**config.mk**
```make
export PLATFORM = sky130hd
export DESIGN_NAME = bbs_ctrl
export DESIGN_NICKNAME = d
export VERILOG_FILES = /design/src/rtl/bbs_pkg.sv /design/src/rtl/bbs_ctrl.sv
export SDC_FILE = /design/constraint.sdc
export NUM_CORES = 1
export LEC_CHECK = 0
export ABC_AREA = 1
export BUFFER_PORTS_ARGS = -buffer_cell sky130_fd_sc_hd__buf_2
export CAP_MARGIN = 15
export CORE_UTILIZATION = 53
export DETAILED_ROUTE_END_ITERATION = 10
export PLACE_DENSITY = 0.8
export SLEW_MARGIN = 10
export SYNTH_ARGS = -nofsm -noshare
export SYNTH_HDL_FRONTEND = slang
export SYNTH_SLANG_ARGS = --single-unit
```
**constraint.sdc**
```tcl
create_clock -name clk -period 4.8 [get_ports clk]
set_input_delay 0 -clock clk [delete_from_list [all_inputs] [get_ports clk]]
set_output_delay 0 -clock clk [all_outputs]
set_load 0.01 [all_outputs]
```
**src/rtl/bbs_pkg.sv**
```systemverilog
// Package of the broadcast segmenter: command codes, states, frame constants
// and the store request structure. No dependencies.
`default_nettype none

package bbs_pkg;

  localparam int MESSAGE_BYTES_DEFAULT = 1785;
  localparam int PTR_W = 11;
  localparam int ELAPSED_W = 16;

  localparam logic [1:0] CMD_LOAD  = 2'd0;
  localparam logic [1:0] CMD_START = 2'd1;
  localparam logic [1:0] CMD_TICK  = 2'd2;

  localparam logic REG_TICK_PERIOD = 1'b0;
  localparam logic [7:0] TICK_PERIOD_RESET = 8'd10;

  localparam logic [7:0] CTRL_BAM = 8'd32;
  localparam logic [7:0] PAD_BYTE = 8'hFF;
  localparam logic [7:0] BROADCAST = 8'hFF;
  localparam logic [2:0] BYTES_PER_PACKET = 3'd7;
  localparam logic [2:0] LAST_SLOT = 3'd6;
  localparam logic [ELAPSED_W-1:0] PACKET_GAP_MS = 16'd50;

  // Reciprocal of seven scaled by 2^16; exact for the length range in use.
  localparam logic [13:0] RECIP_SEVEN = 14'd9363;

  typedef enum logic [1:0] {
    ST_IDLE,
    ST_READ,
    ST_FINISH
  } state_t;

  typedef struct packed {
    logic             we;
    logic             re;
    logic [PTR_W-1:0] waddr;
    logic [PTR_W-1:0] raddr;
    logic [7:0]       wdata;
  } store_req_t;

endpackage

`default_nettype wire

```
**src/rtl/bbs_ctrl.sv**
```systemverilog
// Transfer sequencer: command decode, transfer counters, store reads and frame assembly.
// Depends on bbs_pkg; drives the request port of bbs_store.
`default_nettype none

module bbs_ctrl #(
  parameter int MESSAGE_BYTES = bbs_pkg::MESSAGE_BYTES_DEFAULT
) (
  input  wire logic                      clk,
  input  wire logic                      rst,
  input  wire logic                      start,
  input  wire logic [1:0]                cmd,
  input  wire logic [7:0]                data_byte,
  input  wire logic [bbs_pkg::PTR_W-1:0] message_length,
  input  wire logic [23:0]               group_number,
  input  wire logic [7:0]                destination,
  input  wire logic [7:0]                tick_period_ms,
  input  wire logic [7:0]                store_rdata,
  output bbs_pkg::store_req_t            store_req,
  output logic                           busy,
  output logic                           done,
  output logic                           frame_kind,
  output logic [7:0][7:0]                frame_bytes,
  output logic                           last_packet
);
  import bbs_pkg::*;

  localparam logic [PTR_W-1:0] DEPTH = PTR_W'(MESSAGE_BYTES);

  state_t state;
  state_t state_next;

  logic [PTR_W-1:0]     load_pointer;
  logic [PTR_W-1:0]     bytes_left;
  logic [PTR_W-1:0]     read_offset;
  logic [7:0]           next_sequence;
  logic [ELAPSED_W-1:0] elapsed_ms;
  logic                 sending;
  logic [2:0]           idx;
  logic [2:0]           take_n;
  logic                 cap_en;
  logic                 cap_take;
  logic [2:0]           cap_idx;

  logic                 accept;
  logic [ELAPSED_W:0]   elapsed_sum;
  logic [ELAPSED_W-1:0] elapsed_sat;
  logic                 gap_reached;
  logic [PTR_W-1:0]     len_sat;
  logic [PTR_W:0]       len_round;
  logic [25:0]          count_prod;
  logic [2:0]           chunk;
  logic [PTR_W-1:0]     left_after;

  always_comb begin
    elapsed_sum = {1'b0, elapsed_ms} + {{(ELAPSED_W-7){1'b0}}, tick_period_ms};
    elapsed_sat = elapsed_sum[ELAPSED_W] ? '1 : elapsed_sum[ELAPSED_W-1:0];
    gap_reached = elapsed_sat >= PACKET_GAP_MS;
    len_sat     = (message_length > DEPTH) ? DEPTH : message_length;
    len_round   = {1'b0, len_sat} + (PTR_W+1)'(6);
    count_prod  = len_round * RECIP_SEVEN;
    chunk       = (bytes_left > PTR_W'(BYTES_PER_PACKET)) ? BYTES_PER_PACKET
                                                          : bytes_left[2:0];
    left_after  = bytes_left - {{(PTR_W-3){1'b0}}, take_n};
  end

  always_ff @(posedge clk) begin
    if (rst) begin
      state <= ST_IDLE;
    end else begin
      state <= state_next;
    end
  end

  always_comb begin
    state_next      = state;
    busy            = (state != ST_IDLE);
    accept          = start && (state == ST_IDLE);
    store_req.we    = 1'b0;
    store_req.re    = 1'b0;
    store_req.waddr = load_pointer;
    store_req.raddr = read_offset + {{(PTR_W-3){1'b0}}, idx};
    store_req.wdata = data_byte;
    unique case (state)
      ST_IDLE: begin
        store_req.we = accept && (cmd == CMD_LOAD) && (load_pointer < DEPTH);
        if (accept && (cmd == CMD_TICK) && sending && gap_reached) begin
          state_next = ST_READ;
        end
      end
      ST_READ: begin
        store_req.re = idx < take_n;
        if (idx == LAST_SLOT) begin
          state_next = ST_FINISH;
        end
      end
      ST_FINISH: begin
        state_next = ST_IDLE;
      end
      default: begin
        state_next = ST_IDLE;
      end
    endcase
  end

  always_ff @(posedge clk) begin
    if (rst) begin
      load_pointer  <= '0;
      bytes_left    <= '0;
      read_offset   <= '0;
      next_sequence <= 8'd1;
      elapsed_ms    <= '0;
      sending       <= 1'b0;
      done          <= 1'b0;
      cap_en        <= 1'b0;
    end else begin
      done     <= 1'b0;
      cap_en   <= (state == ST_READ);
      cap_idx  <= idx;
      cap_take <= idx < take_n;
      if (cap_en && cap_take) begin
        frame_bytes[cap_idx + 3'd1] <= store_rdata;
      end
      unique case (state)
        ST_IDLE: begin
          if (accept) begin
            unique case (cmd)
              CMD_LOAD: begin
                if (load_pointer < DEPTH) begin
                  load_pointer <= load_pointer + PTR_W'(1);
                end
              end
              CMD_START: begin
                if (destination == BROADCAST) begin
                  bytes_left     <= len_sat;
                  read_offset    <= '0;
                  next_sequence  <= 8'd1;
                  elapsed_ms     <= '0;
                  load_pointer   <= '0;
                  sending        <= (len_sat != '0);
                  done           <= 1'b1;
                  frame_kind     <= 1'b0;
                  last_packet    <= 1'b0;
                  frame_bytes[0] <= CTRL_BAM;
                  frame_bytes[1] <= len_sat[7:0];
                  frame_bytes[2] <= {5'b0, len_sat[PTR_W-1:8]};
                  frame_bytes[3] <= count_prod[23:16];
                  frame_bytes[4] <= PAD_BYTE;
                  frame_bytes[5] <= group_number[7:0];
                  frame_bytes[6] <= group_number[15:8];
                  frame_bytes[7] <= group_number[23:16];
                end
              end
              CMD_TICK: begin
                if (sending) begin
                  if (gap_reached) begin
                    elapsed_ms     <= '0;
                    idx            <= '0;
                    take_n         <= chunk;
                    frame_bytes[0] <= next_sequence;
                    for (int i = 1; i < 8; i++) begin
                      frame_bytes[i] <= PAD_BYTE;
                    end
                  end else begin
                    elapsed_ms <= elapsed_sat;
                  end
                end
              end
              default: begin
              end
            endcase
          end
        end
        ST_READ: begin
          idx <= idx + 3'd1;
        end
        ST_FINISH: begin
          read_offset   <= read_offset + {{(PTR_W-3){1'b0}}, take_n};
          bytes_left    <= left_after;
          next_sequence <= next_sequence + 8'd1;
          sending       <= (left_after != '0);
          done          <= 1'b1;
          frame_kind    <= 1'b1;
          last_packet   <= (left_after == '0);
        end
        default: begin
        end
      endcase
    end
  end

endmodule

`default_nettype wire

```
Yosys cells after proc, flatten, opt, wreduce, memory -nomap -nowiden
Index checks and enable logic that the tools add are counted.
{"block": "word_totals", "register_bits": 138, "in_bits": 72, "output_inout_bits": 100, "word_cells": 136}
{"block": "op_classes", "n_addsub": 9, "n_mul": 1, "order_cmp": 7, "eq_ne": 17, "muxes": 53, "n_bitwise": 1, "n_reduce_logical": 25}
{"op": "64-bit two-way mux", "count": 6}
{"op": "64-bit case mux with 2 select lines", "count": 1}
{"op": "11-bit two-way mux", "count": 8}
{"op": "11-bit case mux with 2 select lines", "count": 3}
{"op": "64-bit bitwise mux", "count": 1}
{"op": "16-bit two-way mux", "count": 4}
{"op": "8-bit two-way mux", "count": 4}
{"op": "16-bit case mux with 2 select lines", "count": 1}
{"op": "8-bit demux with 3-bit select", "count": 1}
{"op": "12-bit by 14-bit multiplier with 24-bit output (second input constant)", "count": 1}
{"op": "11-bit by 3-bit adder with 11-bit output", "count": 2}
{"op": "11-bit nonzero test", "count": 2}
{"op": "16-bit by 8-bit adder with 17-bit output", "count": 1}
{"op": "16-bit by 6-bit greater-or-equal comparator with 1-bit output (second input constant)", "count": 1}
{"op": "8-bit case mux with 2 select lines", "count": 1}
{"op": "5-bit AND reduction", "count": 3}
{"op": "11-bit by 3-bit adder with 12-bit output (second input constant)", "count": 1}
{"op": "3-bit two-way mux", "count": 4}
{"op": "2-bit inequality test (second input constant)", "count": 6}
{"op": "6-bit AND reduction", "count": 2}
{"op": "11-bit by 1-bit adder with 11-bit output (second input constant)", "count": 1}
{"op": "11-bit > comparator (second input constant)", "count": 1}
{"op": "11-bit by 3-bit > comparator with 1-bit output (second input constant)", "count": 1}
{"op": "11-bit zero test", "count": 1}
{"op": "other kinds (23)", "count": 56}

Depth between registers and ports, before layout
Gate-level depths: netlist (run 1).
{"block": "logic_depth", "depth_word": 12, "ltp_mapped": 35, "depth_no_buf": 35}

Least setup slack after synthesis (run 1)
Ideal clock, no wire load.
{"block": "synth_path", "path_kind": "input to register", "from": "input message_length[9] (netlist bit)", "to": "register frame_bytes[30] (netlist bit), data pin", "arrival_ps": 5036, "setup_slack_ps": -512, "stages": 29, "path_buffers": 1, "cell_sequence": "buf_4 nand2_1 nor2_1 nand3_1 nand2_1 a21oi_2 inv_1 ha_1 inv_1 nand4_1 nor2_1 xor2_1 ha_1 inv_1 fa_1 fa_1 fa_1 fa_1 inv_1 ha_1 a21oi_1 o21a_1 o21ai_0 a31oi_1 nand3_1 nand2_1 nor2_1 nor2_1 a22oi_1"}
{"block": "synth_between", "elab_chain_len": 8}
{"item": "start, declared", "line_no": "bbs_ctrl.sv:13", "rtl": "input wire logic [bbs_pkg::PTR_W-1:0] message_length,"}
{"item": "11-bit > comparator", "line_no": "bbs_ctrl.sv:58", "rtl": "len_sat = (message_length > DEPTH) ? DEPTH : message_length;"}
{"item": "11-bit two-way mux (*)", "line_no": "bbs_ctrl.sv:58"}
{"item": "11-bit by 3-bit adder with 12-bit output (*)", "line_no": "bbs_ctrl.sv:59", "rtl": "len_round = {1'b0, len_sat} + (PTR_W+1)'(6);"}
{"item": "12-bit by 14-bit multiplier with 24-bit output (*)", "line_no": "bbs_ctrl.sv:60", "rtl": "count_prod = len_round * RECIP_SEVEN;"}
{"item": "64-bit two-way mux (*)", "line_no": "bbs_ctrl.sv:133", "rtl": "if (destination == BROADCAST) begin"}
{"item": "64-bit case mux with 2 select lines (*)", "line_no": "bbs_ctrl.sv:126", "rtl": "unique case (cmd)"}
{"item": "64-bit two-way mux (*)", "line_no": "bbs_ctrl.sv:125", "rtl": "if (accept) begin"}
{"item": "64-bit two-way mux (*)", "line_no": "bbs_ctrl.sv:123", "rtl": "unique case (state)"}
{"item": "end signal, assigned by index", "line_no": "bbs_ctrl.sv:121", "rtl": "frame_bytes[cap_idx + 3'd1] <= store_rdata;"}
{"item": "end, declared", "line_no": "bbs_ctrl.sv:22", "rtl": "output logic [7:0][7:0] frame_bytes,"}
Every way passes the cells marked *; elsewhere a longest branch is shown, timed or not.
A chain may end at the register's enable or synchronous reset.

Final worst setup path (run 1)
{"block": "layout_path", "from": "input message_length[2] (netlist bit)", "to": "register frame_bytes[31] (netlist bit), data pin"}
The elaborated chain is that of the path after synthesis.

==> run summary, run 1 <==
Clock latency on the worst-skew pair, taken at its later pin, is 430 ps. For the worst-case clock skew, the log shows 15.7 ps. Summed over its instances, the top area cell type makes up 19.8% of the synthesized netlist area.

Setup repair after global routing could not meet its margin everywhere. The cell sitting at the root of the clock tree is a sky130_fd_sc_hd__clkbuf_16. The logs give 0.00677 µW for the leakage power figure and 0 for the final antenna-violating net count. The routed layout has 11700 vias. Post-synthesis mux area share: 0%.

For this design the ratio of total power to cell area is 378 nW/µm². After clock tree synthesis, the clock-pin slew on the worst setup and hold paths is 60 ps. The buffer and inverter count on the worst path was 8; the slew at the pin closest to its max-slew limit was 939 ps. After detailed routing, the total wire length is 33.9 mm.

The tools report the total core area as 21200 µm². The synthesized netlist devotes 2.28% of its cell area to XOR and XNOR gates. The port buffer count works out to 155.

The final-report max-slew violation count is 0. The initial standard-cell utilization of the core is 54.5%. The worst register-to-register path ends at idx[0]. The run gives 66.1% as the utilization of the core after routing. In this run the post-CTS setup repair buffer count came out at 0. The tools report the total of endpoints with negative setup slack in the final report as 0.

The number of warnings printed during yosys synthesis was 0. Counting flops with a built-in enable in the synthesized netlist gives 76. Measured in cells, the most critical reg-to-reg path has a length of 17. The maximum level of the CTS H-tree came out at 4. For the area of the mapped netlist, the log shows 11500 µm².

The share of final-layout standard cells stronger than drive strength 1 works out to 19.1%. Measured against its own limit, the worst slew margin works out to 37.3%. From left edge to right edge, the die measures 149 µm.

172 I/O pins were placed. Along the worst path, the maximum fanout reaches 3. The die is 149 µm tall. Weighted congestion reported at the end of routability-driven placement: 0.942. In the post-synthesis netlist, the cell with the most instances is sky130_fd_sc_hd__nand2_1. The fmax is 214 MHz, and the final-stage net count is 2013. In this run the worst hold path is classified as in2out. The HPWL after detailed placement is 25.2 mm. The max capacitance violation total is 0, and the maximum single-stage delay on the critical path is 580 ps. 0 antenna diodes ended up in the layout. Sequential cells were found to cover 30.6% of the synthesized design area. sky130_fd_sc_hd__edfxtp_1 takes more of the synthesized area than any other cell.

The start point of the critical path was message_length[2]. After synthesis, the mean cell area works out to 7.21 µm². Dividing the detail-routed wire length by the instance count gives 16.1 µm.

VDD sags by at most 0.257 mV. Following the worst setup path forward leads to its endpoint at frame_bytes[31]. The tools report the startpoint of the lowest-slack register-to-register path as elapsed_ms[0]. Of the available clock period, the critical path in the final layout requires 97.2%. The area of the die is 22300 µm². Depth of the critical timing path with buffers and inverters included: 35. The kind of cell with the highest combined delay on the critical path was adder cells.

The setup slack of the most critical reg-to-reg path came out at 1140 ps. Counting flops with an async set or reset pin after synthesis yields a share of 0%. By instance count, the cell type seen most on the critical path is sky130_fd_sc_hd__nand2_1. In this run the core area contains 53 standard-cell rows. The wire length of the first global-routing pass is 53.4 mm. For the finished layout, the period the worst path requires is 4670 ps. For the number of antenna violations at the first check in global routing, the log shows 0.

The synthesized netlist devotes 17.5% of its cell area to compound gates. After filler insertion, the fill cell instance count of the layout stands at 1838. The flow ran to the end, and the final reports show no timing, DRC or antenna violations.

The tree built by TritonCTS fans out to 138 sinks. Relative to the synthesized area, the layout overhead comes to 21.3%. Entering global routing, the biggest net connects 53 pins.

Using the TritonRoute via totals, the vias-per-cell ratio works out to 5.56. At the worst endpoint, the arrival time is 4840 ps. The global routing usage summed across all routing layers was 30.2%; the number of library cell types mapped by synthesis was 53.

Counting instances in the post-synthesis netlist gives the leading cell types as 354 x sky130_fd_sc_hd__nand2_1, 252 x sky130_fd_sc_hd__inv_1, 130 x sky130_fd_sc_hd__nor2_1. The violation count after the first detailed-routing iteration was 832. The total congestion overflow after global routing is 0, and the flop and latch count out of synthesis is 138. The clock passes through at most 2 buffers. The adder-cell share of the synthesized area is 15.5%. The worst setup path is launched from an input pin. Worst-path cell with the longest stage delay: sky130_fd_sc_hd__fa_2. By area the synthesized netlist is led by sky130_fd_sc_hd__edfxtp_1 20%, sky130_fd_sc_hd__nand2_1 12%, sky130_fd_sc_hd__ha_1 11%. TritonCTS built the clock tree. The final hold violation count was 0; the required time of the worst setup path was 4970 ps. The via count of the first global-routing pass is 11100, and the final routed DRC violation total is 0. The kind of critical path was in2reg. The cell count after synthesis came out at 1599. Type of element capturing the critical path: a register. After Yosys synthesis, and, or, nand and nor cells account for 23.4% of the synthesized area. The tools report the total iterations of the first detailed-routing run as 5.

The most used flip-flop cell after synthesis is sky130_fd_sc_hd__edfxtp_1. Counting the buffers created by CTS gives 17. The tightest hold path in the finished design has a slack of 0.00336 ps. The combinational family with the most area after synthesis was simple AND/OR/NAND/NOR gates.
==> flip-flops by register name, summed over array words and instances (netlist names), 2 cells and up <==
name,flops
load_pointer,11
take_n,3
state,2
bytes_left,11
frame_bytes,64
elapsed_ms,16
next_sequence,8
cap_idx,3
idx,3
read_offset,11
==> stage by stage <==
stage	setup slack [ps]	setup TNS (ps)	total power, µW	std cells	instance area, µm²
final	134	0	5290	2102	14000
after global placement	-226	-1180	3660	2054	13000
after detailed placement	-416	-2230	3710	2054	13000
after CTS	39.6	0	5050	2101	13800
after global routing	-152	-427	5630	2102	14000
after floorplan	-217	-690	2830	1601	11600
==> power by group <==
part           leakage, µW  switching (µW)  internal (µW)
Clock             0.000295             535            792
Sequential         0.00125            35.6           1320
Combinational      0.00523            1470           1130
Total              0.00677            2040           3250
==> what timing repair did <==
action	CTS	global route
gates resized for setup	0	55
endpoints found under the setup margin	0	8
endpoints found under the hold margin	15	1
hold buffers	15	1
==> kinds of logic after synthesis <==
| logic type | after synthesis |
|---|---|
| simple gates | 635 |
| compound gates | 357 |
| buf+inv | 311 |
| flops | 138 |
| fa+ha+maj | 127 |
| xor+xnor | 30 |
| other cells | 1 |
==> layer usage <==
layer / vias to the layer above / share of wire (%) / GRT usage [%]
li1: 5733 / - / -
met1: 5345 / 41 / 38.8
met2: 536 / 47 / 49.6
met3: 69 / 8.7 / 6.31
met4: 0 / 3.0 / 11.8
met5: - / 0 / 0
==> worst min path at each step <==
stage	start	to	slack [ps]	depth (start not counted)
floorplan	data_byte[0]	store_req[0]	90	1
global placement	data_byte[0]	store_req[0]	0.07	0
detailed placement	data_byte[0]	store_req[0]	0.07	0
CTS	data_byte[0]	store_req[0]	0.07	0
global route	data_byte[2]	store_req[2]	0.02	0
finish	data_byte[5]	store_req[5]	0.003	0
==> cell usage in the layout (no fill, tap or decap), drive strengths merged, types with 3 or more instances in the layout <==
master	count
o22ai	6
xor2	23
nand2	359
a211oi	3
fa	26
nand3	74
a22oi	32
dfxtp	62
clkbuf	23
or2	13
o21ai	156
ha	101
dlygate4sd3	16
nand4	10
nand3b	5
edfxtp	76
o211ai	7
o21bai	3
o21a	7
conb	3
a21oi	113
a31oi	12
nor3	27
xnor2	7
nor4	6
clkinv	5
buf	232
inv	260
nor2	135
a221oi	10
==> layout make-up <==
class | count | area (µm²) | share of cell area [%]
flip-flops and latches | 138 | 3520 | 25.2
well taps | 275 | 344 | 2.46
clock buffers | 23 | 533 | 3.81
clock inverters | 9 | 72.6 | 0.519
multi-input cells | 1152 | 7000 | 50.1
inverters | 257 | 970 | 6.94
repair buffers | 248 | 1540 | 11.0
Power figures use the tool's default switching activity.
==> run 2: changes to the inputs <==
Settings changed: RECOVER_POWER set to 50.
Clock period 4.8 ns to 4.15 ns, I/O delays scaled along.
==> run 2 against run 1 <==
Compared with the run above: the flow now finishes with violations (max-capacitance violations, max-slew violations, negative setup slack); first-iteration DRC count rose by 8.1%; count of clock-buffer cells in the layout fell by 2; design area rose by 2.7%; die area did not move; core utilization rose by 1.8 points; wire length rose by 2.1%; via count rose by 2.0%; critical path type unchanged; highest routed layer unchanged.
==> run summary, run 2 (synthesis results as in run 1) <==
The tools report the maximum level of the CTS H-tree as 4 (unchanged). The pin count of the biggest net entering global routing was 52 (-1.9%); the detail-routed net length per standard cell was 16.1 µm (about the same). STA classifies the critical path endpoint as a register. The checks that failed: max-capacitance violations, max-slew violations, negative setup slack. The tools report the cell chosen for the clock root as sky130_fd_sc_hd__clkbuf_16. The final cell area excluding filler cells is 14400 µm² (+2.7%), and the largest fanout on the critical path is 5 (+2). The instance count along the most critical hold path was 0 (unchanged); the wire length of the first global-routing pass was 55.1 mm (+3.3%). The total iterations of the first detailed-routing run was 6 (+1); the port buffer count was 155 (unchanged). The worst hold path begins at data_byte[7].

The run gives 2 (unchanged) as the number of buffers on the longest clock path. For the number of antenna violations at the first check in global routing, the log shows 0 (unchanged). The clock-pin transition on the worst setup and hold timing paths was 60 ps (about the same). The setup slack of the most critical reg-to-reg path is 580 ps (-560 ps), and the tightest slew margin relative to the limit is -33.2% (-70 points). The tools report the final hold violation count as 0 (unchanged). The slowest stage of the critical path belongs to the cell sky130_fd_sc_hd__fa_1.

The via count of the first global-routing pass came out at 11400 (+3.2%). STA classifies the critical path startpoint as an input pin. The final critical-path setup slack is -552 ps (-686 ps). The final cell count without fillers is 2148 (+2.2%). The number of rows created at floorplan was 53 (unchanged). The total congestion overflow after global routing was 0 (unchanged). Subtracting the final worst setup slack from the clock period gives 4700 ps.

Total of endpoints with negative setup slack in the final report: 8 (+8). The number of flip-flops in the largest register was 64 (unchanged). In the final layout, the registers with the most flip-flops are frame_bytes: 64 flops, elapsed_ms: 16 flops. The final antenna-violating net count is 0 (unchanged), and the area taken by flip-flops and latches is 3520 µm² (unchanged). Setup repair after global routing could not meet its margin everywhere. The total via count in the routed design came out at 11900 (+2.0%).

The required time of the worst setup path is 4420 ps (-550 ps). Slew at the pin closest to its max-slew limit: 2000 ps (+1060 ps). The run gives 31.1% (+0.81 points) as the global routing usage summed across all routing layers. The tightest min-delay check is of the in2out type. For the utilization of the core after routing, the log shows 67.9% (+1.8 points). Register with the most flip-flops: frame_bytes.

The initial standard-cell utilization of the core was 54.5% (unchanged). The ratio of routed vias to standard cells was 5.55 (-0.14%); the max capacitance violation total was 2 (+2). The path with the worst hold slack has its endpoint at store_req[7]. The count of boundary I/O pins is 172 (unchanged). The die outline height was 149 µm (unchanged).

The total CTS buffers came out at 17 (unchanged). The commonest non-fill, non-tap cell in the layout was sky130_fd_sc_hd__nand2_1. For the number of fill cells in the layout, the log shows 1795 (-2.3%).

The endpoint arrival time on the critical path is 4970 ps (+130 ps). The maximum single-stage delay on the critical path came out at 530 ps (-50 ps). Cell total after placement: 2086 (+1.6%). For the worst-case clock skew, the log shows 11.0 ps (-4.68 ps). The share of final-layout standard cells stronger than drive strength 1 works out to 18.2% (-0.95 points). The tools report the peak supply drop as 0.385 mV (+50%).

The clock sink count was 138 (unchanged); the area after detailed placement was 13300 µm² (+2.1%). The total core area was 21200 µm² (unchanged). The worst reg2reg path depth works out to 17 (unchanged). Final routed DRC violation total: 0 (unchanged). The endpoint identified for the worst register-to-register timing path is take_n[0]. Timing would allow up to 213 MHz. Detailed-route wire length: 34.6 mm (+2.1%). The post-DP HPWL came out at 25.3 mm (+0.66%). For the violation count after the first detailed-routing iteration, the log shows 899 (+8.1%).

By startpoint and endpoint, the worst setup path is classified as in2reg. For the final-report max-slew violation count, the log shows 83 (+83). The share of the cycle needed by the critical path after routing was 113%. The weighted congestion reported at the end of routability-driven placement is 0.903 (-4.2%), and the leakage power figure is 0.00676 µW (-0.23%).

From synthesis to final layout, the design area changed by 24.6%. Multi-input gate area in the final layout: 7170 µm² (+2.5%). TritonCTS built the clock tree. The run gives 430 ps (about the same) as the clock latency on the worst-skew pair. In the layout the commonest cells are 342 x sky130_fd_sc_hd__nand2_1, 242 x sky130_fd_sc_hd__inv_1, 123 x sky130_fd_sc_hd__buf_4. The die span in x is 149 µm (unchanged), and the power density over the cells is 473 nW/µm² (+25%).

Count of inserted antenna diode cells: 0 (unchanged). The run finished, with violations left. For the final-stage net count, the log shows 2059 (+2.3%).

The area of the die is 22300 µm² (unchanged). Startpoint of the lowest-slack register-to-register path: elapsed_ms[0].
## run 2: changes by cell type in the layout (fill, tap and decap cells not counted), sizes merged
cell         delta
buf            -35
dlygate4sd3     -1
inv             +2
clkbuf         +80
## run 2: final cells by class
class | count | share of cell area (%)
multi-input combinational | 1152 | 50.0
clock inverter | 11 | 0.566
timing repair buffer | 294 | 12.4
clock buffer | 21 | 3.39
tap | 275 | 2.40
inverter | 257 | 6.75
sequential | 138 | 24.5
## run 2: worst max-delay path by stage
stage / slack (ps) / to / cells after the start / startpoint
detailed placement: -1020 / frame_bytes[30] / 29 / message_length[8]
finish: -550 / frame_bytes[29] / 30 / message_length[8]
CTS: -480 / frame_bytes[29] / 31 / message_length[8]
global route: -780 / frame_bytes[31] / 34 / message_length[8]
floorplan: -870 / frame_bytes[31] / 35 / message_length[9]
global placement: -890 / frame_bytes[31] / 35 / message_length[2]
## run 2: what timing repair did
action	CTS	global route
hold buffers	15	0
resized for setup	40	48
endpoints found under the hold margin	15	0
setup buffers	9	8
setup endpoints to repair	8	8
pin swaps	29	28
## run 2: per-layer routing
metal	wire length, µm	track usage (%)
met2	16500	54.1
met3	3070	6.28
met4	1130	10.9
met1	13900	37.8
met5	0	0
## run 2: worst max-delay path: cells and delay by family
family,cells,cell delay [ps]
buf+inv,7,500
compound gates,2,240
fa+ha+maj,6,2430
xor+xnor,1,210
simple gates,14,1600
## run 2: stage by stage
stage	TNS [ps]	power [µW]	setup slack (ps)	hold WS [ps]
2_1_floorplan	-5700	3350	-867	91.8
3_3_place_gp	-6420	4570	-888	0.0686
3_5_place_dp	-7520	4620	-1020	0.0686
4_1_cts	-3220	6440	-485	0.0686
5_1_grt	-5620	7220	-781	0.0150
6_report	-3860	6790	-552	0.00444
## run 2: report_power, final
group / total [µW] / switching, µW / leakage, µW / internal [µW]
clock: 1480 / 634 / 0.000283 / 849
combinational: 3740 / 2000 / 0.00522 / 1740
sequential: 1570 / 43.1 / 0.00125 / 1530
total: 6790 / 2680 / 0.00676 / 4120
